==> config.mk <==
export PLATFORM = sky130hd
export DESIGN_NAME = joystick_motion_classifier
export DESIGN_NICKNAME = d
export VERILOG_FILES = /design/src/rtl/jmc_pkg.sv /design/src/rtl/jmc_div.sv /design/src/rtl/joystick_motion_classifier.sv
export SDC_FILE = /design/constraint.sdc
export NUM_CORES = 1
export LEC_CHECK = 0
export BUFFER_PORTS_ARGS = -buffer_cell sky130_fd_sc_hd__buf_2
export CELL_PAD_IN_SITES_DETAIL_PLACEMENT = 1
export CELL_PAD_IN_SITES_GLOBAL_PLACEMENT = 2
export CORE_MARGIN = 4
export CORE_UTILIZATION = 38
export CTS_BUF_LIST = sky130_fd_sc_hd__clkbuf_2 sky130_fd_sc_hd__clkbuf_4 sky130_fd_sc_hd__clkbuf_8
export CTS_CLUSTER_DIAMETER = 40
export CTS_CLUSTER_SIZE = 25
export DETAILED_ROUTE_END_ITERATION = 16
export PLACE_DENSITY = 0.85
export SLEW_MARGIN = 30
export SYNTH_ARGS = -nofsm -noshare
export SYNTH_HDL_FRONTEND = slang
export SYNTH_SLANG_ARGS = --single-unit
==> constraint.sdc <==
create_clock -name clk_i -period 3.7 [get_ports clk_i]
set_input_delay 0 -clock clk_i [delete_from_list [all_inputs] [get_ports clk_i]]
set_output_delay 0 -clock clk_i [all_outputs]
set_load 0.02 [all_outputs]
==> src/rtl/jmc_pkg.sv <==
// ----------------------------------------------------------------------------
// jmc_pkg
// Shared types and constants of the joystick motion classifier.
// ----------------------------------------------------------------------------
`default_nettype none

package jmc_pkg;

  // Field widths
  localparam int unsigned SAMPLE_BITS = 12;
  localparam int unsigned CNT_W       = 10;                    // calibration count
  localparam int unsigned CSUM_W      = SAMPLE_BITS + CNT_W;   // calibration sum
  localparam int unsigned CMD_W       = 4;
  localparam int unsigned CFG_IDX_W   = 2;
  localparam int unsigned CFG_DATA_W  = 12;

  // Reset values
  localparam logic [CNT_W-1:0]       CAL_COUNT_RST = CNT_W'(120);
  localparam logic [SAMPLE_BITS-1:0] DEAD_ZONE_RST = SAMPLE_BITS'(380);
  localparam logic [SAMPLE_BITS-1:0] TURN_THR_RST  = SAMPLE_BITS'(650);
  localparam logic [SAMPLE_BITS-1:0] CENTER_RST    = SAMPLE_BITS'(2048);

  // Input function codes
  localparam logic FUNC_CALIB = 1'b0;
  localparam logic FUNC_DRIVE = 1'b1;

  // Result kinds
  localparam logic KIND_MOTION = 1'b0;
  localparam logic KIND_CALIB  = 1'b1;

  // Configuration register indexes
  typedef enum logic [CFG_IDX_W-1:0] {
    CFG_CAL_COUNT = 2'd0,
    CFG_DEAD_ZONE = 2'd1,
    CFG_TURN_THR  = 2'd2
  } cfg_idx_e;

  // Motion commands
  typedef enum logic [CMD_W-1:0] {
    CMD_HALT = 4'd0,
    CMD_F    = 4'd1,
    CMD_B    = 4'd2,
    CMD_LF   = 4'd3,
    CMD_LB   = 4'd4,
    CMD_RF   = 4'd5,
    CMD_RB   = 4'd6,
    CMD_LH   = 4'd7,
    CMD_RH   = 4'd8
  } motion_cmd_e;

  // Sequencer states
  typedef enum logic [1:0] {
    ST_IDLE,
    ST_DIV,
    ST_CLS,
    ST_OUT
  } jmc_state_e;

  // Input beat
  typedef struct packed {
    logic                   func;
    logic [SAMPLE_BITS-1:0] x_sample;
    logic [SAMPLE_BITS-1:0] y_sample;
  } in_beat_t;

  // Output beat
  typedef struct packed {
    logic                   event_kind;
    logic [CMD_W-1:0]       motion_command;
    logic [SAMPLE_BITS-1:0] center_x_out;
    logic [SAMPLE_BITS-1:0] center_y_out;
  } out_beat_t;

  // Divider operands, both axes share one divisor
  typedef struct packed {
    logic [CSUM_W-1:0] num_x;
    logic [CSUM_W-1:0] num_y;
    logic [CNT_W-1:0]  divisor;
  } div_req_t;

endpackage

`default_nettype wire

==> src/rtl/jmc_div.sv <==
// ----------------------------------------------------------------------------
// jmc_div
// Two-lane bit-serial restoring divider, one quotient bit per cycle.
// ----------------------------------------------------------------------------
`default_nettype none

module jmc_div (
  input  wire logic                                clk_i,
  input  wire logic                                rst_ni,
  input  wire logic                                start_i,
  input  wire jmc_pkg::div_req_t                   req_i,
  output logic                                     done_o,
  output logic [jmc_pkg::SAMPLE_BITS-1:0]          quot_x_o,
  output logic [jmc_pkg::SAMPLE_BITS-1:0]          quot_y_o
);

  localparam int unsigned DW = jmc_pkg::CSUM_W;
  localparam int unsigned VW = jmc_pkg::CNT_W;
  localparam int unsigned CW = $clog2(DW);

  // Dividend shift registers; quotient bits enter at the bottom
  logic [DW-1:0] num_x_q, num_y_q;
  logic [VW-1:0] rem_x_q, rem_y_q;
  logic [VW-1:0] div_q;
  logic [CW-1:0] cnt_q;
  logic          busy_q, done_q;

  logic [VW:0]   trial_x, trial_y;
  logic          ge_x, ge_y;
  logic [VW-1:0] rem_x_d, rem_y_d;

  // One restoring step per lane
  always_comb begin
    trial_x = {rem_x_q, num_x_q[DW-1]};
    trial_y = {rem_y_q, num_y_q[DW-1]};
    ge_x    = trial_x >= {1'b0, div_q};
    ge_y    = trial_y >= {1'b0, div_q};
    rem_x_d = ge_x ? VW'(trial_x - {1'b0, div_q}) : trial_x[VW-1:0];
    rem_y_d = ge_y ? VW'(trial_y - {1'b0, div_q}) : trial_y[VW-1:0];
  end

  // Control
  always_ff @(posedge clk_i or negedge rst_ni) begin
    if (!rst_ni) begin
      busy_q <= 1'b0;
      done_q <= 1'b0;
      cnt_q  <= '0;
    end else begin
      done_q <= 1'b0;
      if (start_i) begin
        busy_q <= 1'b1;
        cnt_q  <= '0;
      end else if (busy_q) begin
        cnt_q <= cnt_q + CW'(1);
        if (cnt_q == CW'(DW - 1)) begin
          busy_q <= 1'b0;
          done_q <= 1'b1;
        end
      end
    end
  end

  // Datapath
  always_ff @(posedge clk_i) begin
    if (start_i) begin
      num_x_q <= req_i.num_x;
      num_y_q <= req_i.num_y;
      div_q   <= req_i.divisor;
      rem_x_q <= '0;
      rem_y_q <= '0;
    end else if (busy_q) begin
      num_x_q <= {num_x_q[DW-2:0], ge_x};
      num_y_q <= {num_y_q[DW-2:0], ge_y};
      rem_x_q <= rem_x_d;
      rem_y_q <= rem_y_d;
    end
  end

  assign done_o   = done_q;
  assign quot_x_o = num_x_q[jmc_pkg::SAMPLE_BITS-1:0];
  assign quot_y_o = num_y_q[jmc_pkg::SAMPLE_BITS-1:0];

endmodule

`default_nettype wire

==> src/rtl/joystick_motion_classifier.sv <==
// ----------------------------------------------------------------------------
// joystick_motion_classifier
// Turns joystick ADC sample pairs into calibration results and motion commands.
// ----------------------------------------------------------------------------
// Calibration pairs (func 0) are summed until calibration_count pairs are in;
// the floor averages then become the axis centers, the filters are preset to
// them and a calibration-finished beat goes out. Drive pairs (func 1) are
// averaged in groups of GROUP_SIZE, each average steps a 7/8 low-pass filter
// and the filtered offset from center is classified into one of nine motion
// commands. A pair that completes nothing leaves the block ready for the next
// pair. A pair that completes a calibration or a drive group keeps the input
// closed while the 22-step bit-serial divider, shared by calibration and group
// averaging, runs and the result is formed. The result sits in an output
// register, so the next pair is taken while it waits; a second result holds
// the block until the first beat has gone out. The configuration port is
// always ready.
`default_nettype none

module joystick_motion_classifier #(
  parameter int unsigned GROUP_SIZE = 5
) (
  input  wire logic                              clk_i,
  input  wire logic                              rst_ni,
  // configuration writes
  input  wire logic                              cfg_valid_i,
  output logic                                   cfg_ready_o,
  input  wire logic [jmc_pkg::CFG_IDX_W-1:0]     cfg_index_i,
  input  wire logic [jmc_pkg::CFG_DATA_W-1:0]    cfg_data_i,
  // sample pairs
  input  wire logic                              in_valid_i,
  output logic                                   in_ready_o,
  input  wire jmc_pkg::in_beat_t                 in_data_i,
  // results
  output logic                                   out_valid_o,
  input  wire logic                              out_ready_i,
  output jmc_pkg::out_beat_t                     out_data_o
);

  localparam int unsigned SW     = jmc_pkg::SAMPLE_BITS;
  localparam int unsigned NW     = jmc_pkg::CNT_W;
  localparam int unsigned CSW    = jmc_pkg::CSUM_W;
  localparam int unsigned GW     = $clog2(GROUP_SIZE + 1);
  localparam int unsigned GSUM_W = SW + $clog2(GROUP_SIZE);
  localparam int unsigned FW     = SW + 3;

  // Configuration registers
  logic [NW-1:0] cal_count_q;
  logic [SW-1:0] dead_zone_q, turn_thr_q;

  // Block state
  logic [SW-1:0]     ctr_x_q, ctr_y_q, filt_x_q, filt_y_q;
  logic [CSW-1:0]    csum_x_q, csum_y_q;
  logic [NW-1:0]     cseen_q;
  logic [GSUM_W-1:0] gsum_x_q, gsum_y_q;
  logic [GW-1:0]     gseen_q;
  logic              calib_run_q;

  // Result register
  logic                 out_valid_q;
  jmc_pkg::out_beat_t   out_q;
  jmc_pkg::motion_cmd_e cmd_q;
  logic                 kind_q;

  jmc_pkg::jmc_state_e state_q, state_d;

  // Sequencer outputs
  logic in_fire, out_load;

  // Accumulation
  logic [CSW-1:0]    csum_x_n, csum_y_n;
  logic [NW-1:0]     cseen_n;
  logic [GSUM_W-1:0] gsum_x_n, gsum_y_n;
  logic [GW-1:0]     gseen_n;
  logic              cal_done, grp_done;

  // Divider
  logic              div_start, div_done;
  jmc_pkg::div_req_t div_req;
  logic [SW-1:0]     quot_x, quot_y;

  // Filter and classification
  logic [FW-1:0]        fsum_x, fsum_y;
  logic [SW:0]          dx, dy, ndx, ndy;
  logic [SW-1:0]        ax, ay;
  logic                 fwd;
  jmc_pkg::motion_cmd_e cmd_d;

  assign cfg_ready_o = 1'b1;
  assign in_ready_o  = (state_q == jmc_pkg::ST_IDLE);
  assign in_fire     = in_valid_i && in_ready_o;

  // Sums including the pair now offered
  always_comb begin
    csum_x_n = csum_x_q + CSW'(in_data_i.x_sample);
    csum_y_n = csum_y_q + CSW'(in_data_i.y_sample);
    cseen_n  = cseen_q + NW'(1);
    gsum_x_n = gsum_x_q + GSUM_W'(in_data_i.x_sample);
    gsum_y_n = gsum_y_q + GSUM_W'(in_data_i.y_sample);
    gseen_n  = gseen_q + GW'(1);
    cal_done = cseen_n >= cal_count_q;
    grp_done = gseen_n == GW'(GROUP_SIZE);
  end

  // Divider operands: calibration sums by pair count, or group sums by group size
  always_comb begin
    if (in_data_i.func == jmc_pkg::FUNC_CALIB) begin
      div_req.num_x   = csum_x_n;
      div_req.num_y   = csum_y_n;
      div_req.divisor = cseen_n;
      div_start       = in_fire && cal_done;
    end else begin
      div_req.num_x   = CSW'(gsum_x_n);
      div_req.num_y   = CSW'(gsum_y_n);
      div_req.divisor = NW'(GROUP_SIZE);
      div_start       = in_fire && grp_done;
    end
  end

  jmc_div u_div (
    .clk_i    (clk_i),
    .rst_ni   (rst_ni),
    .start_i  (div_start),
    .req_i    (div_req),
    .done_o   (div_done),
    .quot_x_o (quot_x),
    .quot_y_o (quot_y)
  );

  // Filter step: floor((7 * f + avg) / 8)
  always_comb begin
    fsum_x = {filt_x_q, 3'b000} - FW'(filt_x_q) + FW'(quot_x);
    fsum_y = {filt_y_q, 3'b000} - FW'(filt_y_q) + FW'(quot_y);
  end

  // Offset from center and command
  always_comb begin
    dx  = {1'b0, filt_x_q} - {1'b0, ctr_x_q};
    dy  = {1'b0, filt_y_q} - {1'b0, ctr_y_q};
    ndx = -dx;
    ndy = -dy;
    ax  = dx[SW] ? ndx[SW-1:0] : dx[SW-1:0];
    ay  = dy[SW] ? ndy[SW-1:0] : dy[SW-1:0];
    fwd = !dx[SW] && (dx != '0);
    if (ax < dead_zone_q && ay < dead_zone_q) begin
      cmd_d = jmc_pkg::CMD_HALT;
    end else if (ax >= dead_zone_q) begin
      if (ay < turn_thr_q) begin
        cmd_d = fwd ? jmc_pkg::CMD_F : jmc_pkg::CMD_B;
      end else if (dy[SW]) begin
        cmd_d = fwd ? jmc_pkg::CMD_LF : jmc_pkg::CMD_LB;
      end else begin
        cmd_d = fwd ? jmc_pkg::CMD_RF : jmc_pkg::CMD_RB;
      end
    end else begin
      cmd_d = dy[SW] ? jmc_pkg::CMD_LH : jmc_pkg::CMD_RH;
    end
  end

  // Next state
  always_comb begin
    state_d  = state_q;
    out_load = 1'b0;
    case (state_q)
      jmc_pkg::ST_IDLE: begin
        if (div_start) begin
          state_d = jmc_pkg::ST_DIV;
        end
      end
      jmc_pkg::ST_DIV: begin
        if (div_done) begin
          state_d = calib_run_q ? jmc_pkg::ST_OUT : jmc_pkg::ST_CLS;
        end
      end
      jmc_pkg::ST_CLS: begin
        state_d = jmc_pkg::ST_OUT;
      end
      jmc_pkg::ST_OUT: begin
        if (!out_valid_q || out_ready_i) begin
          out_load = 1'b1;
          state_d  = jmc_pkg::ST_IDLE;
        end
      end
      default: begin
        state_d = jmc_pkg::ST_IDLE;
      end
    endcase
  end

  always_ff @(posedge clk_i or negedge rst_ni) begin
    if (!rst_ni) begin
      state_q <= jmc_pkg::ST_IDLE;
    end else begin
      state_q <= state_d;
    end
  end

  // Configuration writes
  always_ff @(posedge clk_i or negedge rst_ni) begin
    if (!rst_ni) begin
      cal_count_q <= jmc_pkg::CAL_COUNT_RST;
      dead_zone_q <= jmc_pkg::DEAD_ZONE_RST;
      turn_thr_q  <= jmc_pkg::TURN_THR_RST;
    end else if (cfg_valid_i) begin
      case (cfg_index_i)
        jmc_pkg::CFG_CAL_COUNT: cal_count_q <= cfg_data_i[NW-1:0];
        jmc_pkg::CFG_DEAD_ZONE: dead_zone_q <= cfg_data_i[SW-1:0];
        jmc_pkg::CFG_TURN_THR:  turn_thr_q  <= cfg_data_i[SW-1:0];
        default: ;
      endcase
    end
  end

  // Accumulators, centers and filters
  always_ff @(posedge clk_i or negedge rst_ni) begin
    if (!rst_ni) begin
      ctr_x_q     <= jmc_pkg::CENTER_RST;
      ctr_y_q     <= jmc_pkg::CENTER_RST;
      filt_x_q    <= jmc_pkg::CENTER_RST;
      filt_y_q    <= jmc_pkg::CENTER_RST;
      csum_x_q    <= '0;
      csum_y_q    <= '0;
      cseen_q     <= '0;
      gsum_x_q    <= '0;
      gsum_y_q    <= '0;
      gseen_q     <= '0;
      calib_run_q <= 1'b0;
      kind_q      <= jmc_pkg::KIND_MOTION;
      cmd_q       <= jmc_pkg::CMD_HALT;
    end else begin
      if (in_fire) begin
        if (in_data_i.func == jmc_pkg::FUNC_CALIB) begin
          // a calibration pair drops any partial drive group
          gsum_x_q    <= '0;
          gsum_y_q    <= '0;
          gseen_q     <= '0;
          calib_run_q <= 1'b1;
          if (cal_done) begin
            csum_x_q <= '0;
            csum_y_q <= '0;
            cseen_q  <= '0;
          end else begin
            csum_x_q <= csum_x_n;
            csum_y_q <= csum_y_n;
            cseen_q  <= cseen_n;
          end
        end else begin
          calib_run_q <= 1'b0;
          if (grp_done) begin
            gsum_x_q <= '0;
            gsum_y_q <= '0;
            gseen_q  <= '0;
          end else begin
            gsum_x_q <= gsum_x_n;
            gsum_y_q <= gsum_y_n;
            gseen_q  <= gseen_n;
          end
        end
      end
      // divider result lands
      if (state_q == jmc_pkg::ST_DIV && div_done) begin
        if (calib_run_q) begin
          ctr_x_q  <= quot_x;
          ctr_y_q  <= quot_y;
          filt_x_q <= quot_x;
          filt_y_q <= quot_y;
          kind_q   <= jmc_pkg::KIND_CALIB;
          cmd_q    <= jmc_pkg::CMD_HALT;
        end else begin
          filt_x_q <= fsum_x[FW-1:3];
          filt_y_q <= fsum_y[FW-1:3];
          kind_q   <= jmc_pkg::KIND_MOTION;
        end
      end
      if (state_q == jmc_pkg::ST_CLS) begin
        cmd_q <= cmd_d;
      end
    end
  end

  // Output register
  always_ff @(posedge clk_i or negedge rst_ni) begin
    if (!rst_ni) begin
      out_valid_q <= 1'b0;
    end else if (out_load) begin
      out_valid_q <= 1'b1;
    end else if (out_ready_i) begin
      out_valid_q <= 1'b0;
    end
  end

  always_ff @(posedge clk_i) begin
    if (out_load) begin
      out_q.event_kind     <= kind_q;
      out_q.motion_command <= cmd_q;
      out_q.center_x_out   <= ctr_x_q;
      out_q.center_y_out   <= ctr_y_q;
    end
  end

  assign out_valid_o = out_valid_q;
  assign out_data_o  = out_q;

endmodule

`default_nettype wire

Word-level counts from Yosys, hierarchy flattened
Index checks and enable logic that the tools add are counted.
{ "totals": {"mem_bits_ro": 0, "mem_count": 0, "ramBits": 0, "output_inout_bits": 32, "in_bits": 44, "wordCells": 139, "ff_bits": 288, "latch_bits": 0} }
{ "op_classes": {"n_lt_le_gt_ge": 7, "muxes": 51, "n_shift": 0, "n_addsub": 17, "div_mod_pow": 0, "multipliers": 0, "bitwise_logic": 1, "reduce_logical": 23, "eq_ne": 10} }
{ "ops": {"columns": ["op", "count"], "rows": [
  ["2-to-1 mux 22 bit", 6],
  ["adder 15 x 12 -> 15 bit", 4],
  ["2-to-1 mux 15 bit", 4],
  ["2-to-1 mux 54 bit", 1],
  ["2-to-1 mux 12 bit", 4],
  ["adder 22 x 12 -> 22 bit", 2],
  ["< comparator 12 bit", 3],
  ["2-to-1 mux 10 bit", 3],
  ["subtractor 15 x 12 -> 15 bit", 2],
  ["subtractor 12 x 12 -> 13 bit", 2],
  ["2-to-1 mux 4 bit", 6],
  ["negation 12 bit", 2],
  [">= comparator 11 x 10 -> 1 bit", 2],
  ["subtractor 10 bit", 2],
  ["2-to-1 mux 3 bit", 5],
  ["2-to-1 mux 1 bit", 14],
  ["nonzero test 13 bit", 1],
  [">= comparator 12 bit", 1],
  ["AND reduction 2 bit", 6],
  ["adder 10 x 1 -> 10 bit (second input constant)", 1],
  [">= comparator 10 bit", 1],
  ["2-to-1 mux 2 bit", 5],
  ["2-to-1 mux 5 bit", 2],
  ["one-hot mux 2 bit (4 select lines)", 1],
  ["other kinds (15)", 29]
]} }

Longest topological paths before layout
{ "depth": {"word_depth": 9, "ltp_mapped": 21} }

By module
Synthesis repeated with hierarchy kept, for this count alone.
{ "unflattened": {"cells_unflattened": 2078, "hier_area_um2": 19617.6} }
{ "modules_own_cells": {"columns": ["module", "area_each_um2", "cells_each", "instances"], "rows": [
  ["joystick_motion_classifier", 15175.8, 1697, 1],
  ["jmc_div", 4441.8, 381, 1]
]} }

Worst setup path after synthesis
No wires, ideal clock.
{ "synth_path": {"kind": "register to register", "start": "register filt_y_q[0]", "end": "register cmd_q[0]", "stages_incl_launch_ff": 21, "required_time_ns": 3.580, "setup_time_ns": 0.120, "path_buffers": 0, "slack_ns": -0.396, "t_arrival_ns": 3.977, "path_cell_list": "dfrtp_1 -> inv_1 -> ha_1 -> fa_1 -> nor2b_1 -> o31a_1 -> o311a_1 -> o2111ai_1 -> and2_1 -> a21oi_2 -> clkinv_1 -> o31ai_1 -> xnor2_1 -> ha_1 -> o21a_1 -> o21a_1 -> o21ai_0 -> a31oi_1 -> o31a_1 -> a32o_1 -> a31o_1"} }
{ "synth_between": {"elab_chain_cells": 8} }
{ "synth_rtl": {"columns": ["item", "line", "rtl"], "rows": [
  ["from (decl)", "joystick_motion_classifier.sv:51", "logic [SW-1:0] ctr_x_q, ctr_y_q, filt_x_q, filt_y_q;"],
  ["from (signal assigned)", "joystick_motion_classifier.sv:219", "filt_y_q <= jmc_pkg::CENTER_RST;"],
  ["from (signal assigned)", "joystick_motion_classifier.sv:265", "filt_y_q <= quot_y;"],
  ["from (signal assigned)", "joystick_motion_classifier.sv:270", "filt_y_q <= fsum_y[FW-1:3];"],
  ["subtractor 12 x 12 -> 13 bit *", "joystick_motion_classifier.sv:138", "dy = {1'b0, filt_y_q} - {1'b0, ctr_y_q};"],
  ["negation 12 bit", "joystick_motion_classifier.sv:140", "ndy = -dy;"],
  ["2-to-1 mux 12 bit", "joystick_motion_classifier.sv:142", "ay = dy[SW] ? ndy[SW-1:0] : dy[SW-1:0];"],
  ["< comparator 12 bit", "joystick_motion_classifier.sv:147", "if (ay < turn_thr_q) begin"],
  ["2-to-1 mux 3 bit", "joystick_motion_classifier.sv:147", null],
  ["2-to-1 mux 4 bit", "joystick_motion_classifier.sv:146", "end else if (ax >= dead_zone_q) begin"],
  ["2-to-1 mux 4 bit *", "joystick_motion_classifier.sv:144", "if (ax < dead_zone_q && ay < dead_zone_q) begin"],
  ["2-to-1 mux 4 bit *", "joystick_motion_classifier.sv:274", "if (state_q == jmc_pkg::ST_CLS) begin"],
  ["to (signal assigned)", "joystick_motion_classifier.sv:228", "cmd_q <= jmc_pkg::CMD_HALT;"],
  ["to (signal assigned)", "joystick_motion_classifier.sv:267", "cmd_q <= jmc_pkg::CMD_HALT;"],
  ["to (signal assigned)", "joystick_motion_classifier.sv:275", "cmd_q <= cmd_d;"],
  ["to (decl)", "joystick_motion_classifier.sv:61", "jmc_pkg::motion_cmd_e cmd_q;"]
]} }
Every way passes the cells marked *; elsewhere a longest branch is shown, timed or not.
A chain may end at the register's enable or synchronous reset.

Worst setup path after layout
{ "layout_path": {"start": "register filt_x_q[0]", "end": "register cmd_q[0]"} }
{ "layout_between": {"elab_chain_cells": 9} }
{ "layout_rtl": {"columns": ["item", "line", "rtl"], "rows": [
  ["from (decl)", "joystick_motion_classifier.sv:51", null],
  ["from (signal assigned)", "joystick_motion_classifier.sv:218", "filt_x_q <= jmc_pkg::CENTER_RST;"],
  ["from (signal assigned)", "joystick_motion_classifier.sv:264", "filt_x_q <= quot_x;"],
  ["from (signal assigned)", "joystick_motion_classifier.sv:269", "filt_x_q <= fsum_x[FW-1:3];"],
  ["subtractor 12 x 12 -> 13 bit *", "joystick_motion_classifier.sv:137", "dx = {1'b0, filt_x_q} - {1'b0, ctr_x_q};"],
  ["branches (longest 6 deep; another with negation 12 bit)", null, null],
  ["2-to-1 mux 4 bit *", "joystick_motion_classifier.sv:144", null],
  ["2-to-1 mux 4 bit *", "joystick_motion_classifier.sv:274", null]
]} }
Mark *: on every way between the ends.

==> metrics <==
mapped cell area 19340 sq um; met2 wire len 29650 um; crit-path cells inv_2 -> ha_4 -> fa_2 -> nor2b_4 -> o21a_1 -> or4_4 -> a222oi_1 -> buf_4 -> o2111ai_1 -> o21ai_0 -> xnor2_1 -> ha_1 -> a21o_1 -> a21oi_1 -> o211ai_1 -> o31a_1 -> a32o_1 -> a31o_1; post-synthesis to final-layout area growth 22.89%; layout cell share with drive strength beyond 1 0.1964; DIE AREA 54560 sq um; io pins 76; Tcrit/Tclk final 1.152; CTS root buffer clkbuf_8; crit-path max FO 3; nets 2574; post-route ant nets 0; DR WL/cell 19.80 um; Clock Path Buffers 3; Via density 5.422; critical path class register to register; DRC viols 0; Worst Setup End Kind register; final setup fails 4; Slew Viols, Final 0; failing checks setup timing; syn_nets 2295; TritonCTS clock tree built; CTS Sinks 288; ys async rst share 0.6424; reg2reg setup slack -0.56 ns; gpl congestion 0.8749; synth unique cells 86; met1 wire length 27340 um; Main synth FF type dfrtp_1; status complete, but fails checks; Setup Skew 0.04514 ns; post-synth top area cell dfrtp_1; Syn Inst Count 2049; gr usage total 0.2207; most area-consuming cells after synthesis dfrtp_1 22%, edfxtp_1 13%, ha_1 11%; first drt pass iteration count 5; pin count of the biggest net entering global routing 70; Final Routed Wirelength 60410 um; RSZ-0062 raised after global routing true; Reg-to-Reg Start filt_x_q[0]; startpoint types register; Core ar. 50270 sq um; Synth Register Bits 288; initial DRC count 887; max-cap violations 0; number of CTS-inserted buffers 59; WHS Path Cells 3; Die Y 233.6 um; later-pin clock latency in the skew report 0.68 ns; number of global-route vias before repair 17880; Slew HR 0.4362; Final Worst Setup Slack -0.5620 ns; Critical Path Start filt_x_q[0]; initial antenna violation count 3; CTS H-tree lvls 2; Finished Core Util 0.4727; Post-synth EDFFs 83; DP HPWL 43590 um; slowest CP cell or4_4; Initial Util 0.3846; Hold/Removal Path Class primary input to register; WL met3 1867 um; final hold viol count 0; Tightest Pin Transition 0.8456 ns; Clock transition at path regs 0.08 ns; num rows 82; Overflow after GRT 0; FMAX 234.6 MHz; Seq/Total Area, Yosys 0.3902; Fin Setup TNS -2.093 ns; Filler cells 5825; Syn Area/Cell 9.437 sq um; Die W 233.6 um; Synth Warn # 0; first-pass GRT wire length 96600 um; number of port buffers 74; HP Start cfg_data_i[10]; crit path time final 4.262 ns; routed vias 16540; commonest non-fill, non-tap cell in the layout inv_1; slowest stage delay, CP 0.42 ns; r2r worst-path depth 18; CP arrival 4.81 ns; FF-to-FF End cmd_q[0]; commonest non-fill, non-tap cells in the layout 192 x inv_1, 173 x ha_1, 171 x nand2_1; top routing layer in use met4; Worst Hold End turn_thr_q[10]; area share of the largest cell type after synthesis 0.2161; CP Data Required Time 4.25 ns
## layer usage
layer / GRT usage / up-vias
met5: 0 / -
met4: 0.06870 / 0
met3: 0.02951 / 90
met2: 0.3805 / 240
met1: 0.2877 / 8298
li1: - / 7914
## timing repair
| action | in CTS | in global routing |
|---|---|---|
| setup endpoints to repair | 4 | 99 |
| hold buffers | 49 | 0 |
| cloned | 0 | 1 |
| setup buffers | 11 | 7 |
| gates resized for setup | 26 | 25 |
| pin swaps | 23 | 23 |
| endpoints found under the hold margin | 247 | 0 |
## sequential cells by signal, summed over array words and instances, names as in the netlist, 10 cells and up
name           flops
u_div.num_x_q     22
turn_thr_q        12
u_div.rem_x_q     10
gsum_y_q          15
csum_x_q          22
u_div.rem_y_q     10
gsum_x_q          15
out_data_o        29
filt_y_q          12
u_div.div_q       10
cal_count_q       10
ctr_x_q           12
dead_zone_q       12
u_div.num_y_q     22
filt_x_q          12
csum_y_q          22
cseen_q           10
ctr_y_q           12
## cell families (layout without fill, tap and decap cells)
kind of cell               after synthesis  count (layout)  synth area share
AOI/OAI and AO/OA                      580             580            0.1935
and+or+nand+nor                        520             520            0.1313
DFF                                    288             288            0.3902
buffers and inverters                  270             599           0.05312
adders and majority gates              202             202            0.1408
xor gates and xnor gates               131             131           0.05933
muxes                                   57              57           0.03151
other                                    1               2         0.0001939
## final cells by class
cell class                      count  area (sq um)  area share
Clock buffer                       69         912.1     0.03838
Multi-Input combinational cell   1491         11040      0.4647
Timing Repair Buffer              290          2228     0.09377
Sequential cell                   288          7546      0.3175
Inverter                          198         753.2     0.03170
Clock inverter                     42         436.7     0.01838
Tap cell                          672         840.8     0.03538
Antenna cell                        1         2.502   0.0001053
## synth_stat cells (all sizes together), types with 9 or more instances
master  instances
dfxtp          20
nor3           39
clkbuf         57
edfxtp         83
or4            14
buf            15
o21a           23
and2           13
a21oi         137
a22o           32
ha            176
and3           25
nand2b         16
a21o           27
dfstp          18
o21bai         14
nor2          103
nand3          39
o31ai          27
fa             26
nor2b          34
nor4            9
nand4          11
nand3b          9
a31oi          13
xor2           46
xnor2          85
nand2         173
o211ai         14
or2             9
o21ai         173
mux2           31
mux2i          26
a211oi         36
inv           196
or3            14
dfrtp         167
## critical path, delay by kind of cell (launching register included)
family | cells | cell delay, ns
and+or+nand+nor | 2 | 0.48
AOI/OAI and AO/OA | 10 | 2.19
adders and majority gates | 3 | 0.65
xor gates and xnor gates | 1 | 0.17
buffers and inverters | 2 | 0.27
DFF | 1 | 0.39
## worst max-delay path by stage
stage,slack [ns],cells past startpoint,to
6_report,-0.56,18,cmd_q[0]
5_1_grt,-0.77,19,cmd_q[0]
4_1_cts,-0.49,19,cmd_q[0]
3_5_place_dp,-0.66,18,cmd_q[0]
3_3_place_gp,-0.55,18,cmd_q[0]
2_1_floorplan,-0.33,17,cmd_q[0]
## per-stage QoR
step | setup WS [ns] | hold WS [ns] | cell area [sq um] | std cells
3_5_place_dp | -0.6648 | 0.1209 | 21530 | 2871
4_1_cts | -0.4927 | 0.07904 | 23570 | 3042
2_1_floorplan | -0.3300 | -0.2956 | 19380 | 2049
5_1_grt | -0.7725 | 0.1108 | 23760 | 3051
3_3_place_gp | -0.5548 | 0.1132 | 21520 | 2871
6_report | -0.5620 | 0.1294 | 23760 | 3051
Power is not shown: default switching activity piles up to over one toggle a cycle in this logic, so the estimate is an artifact.
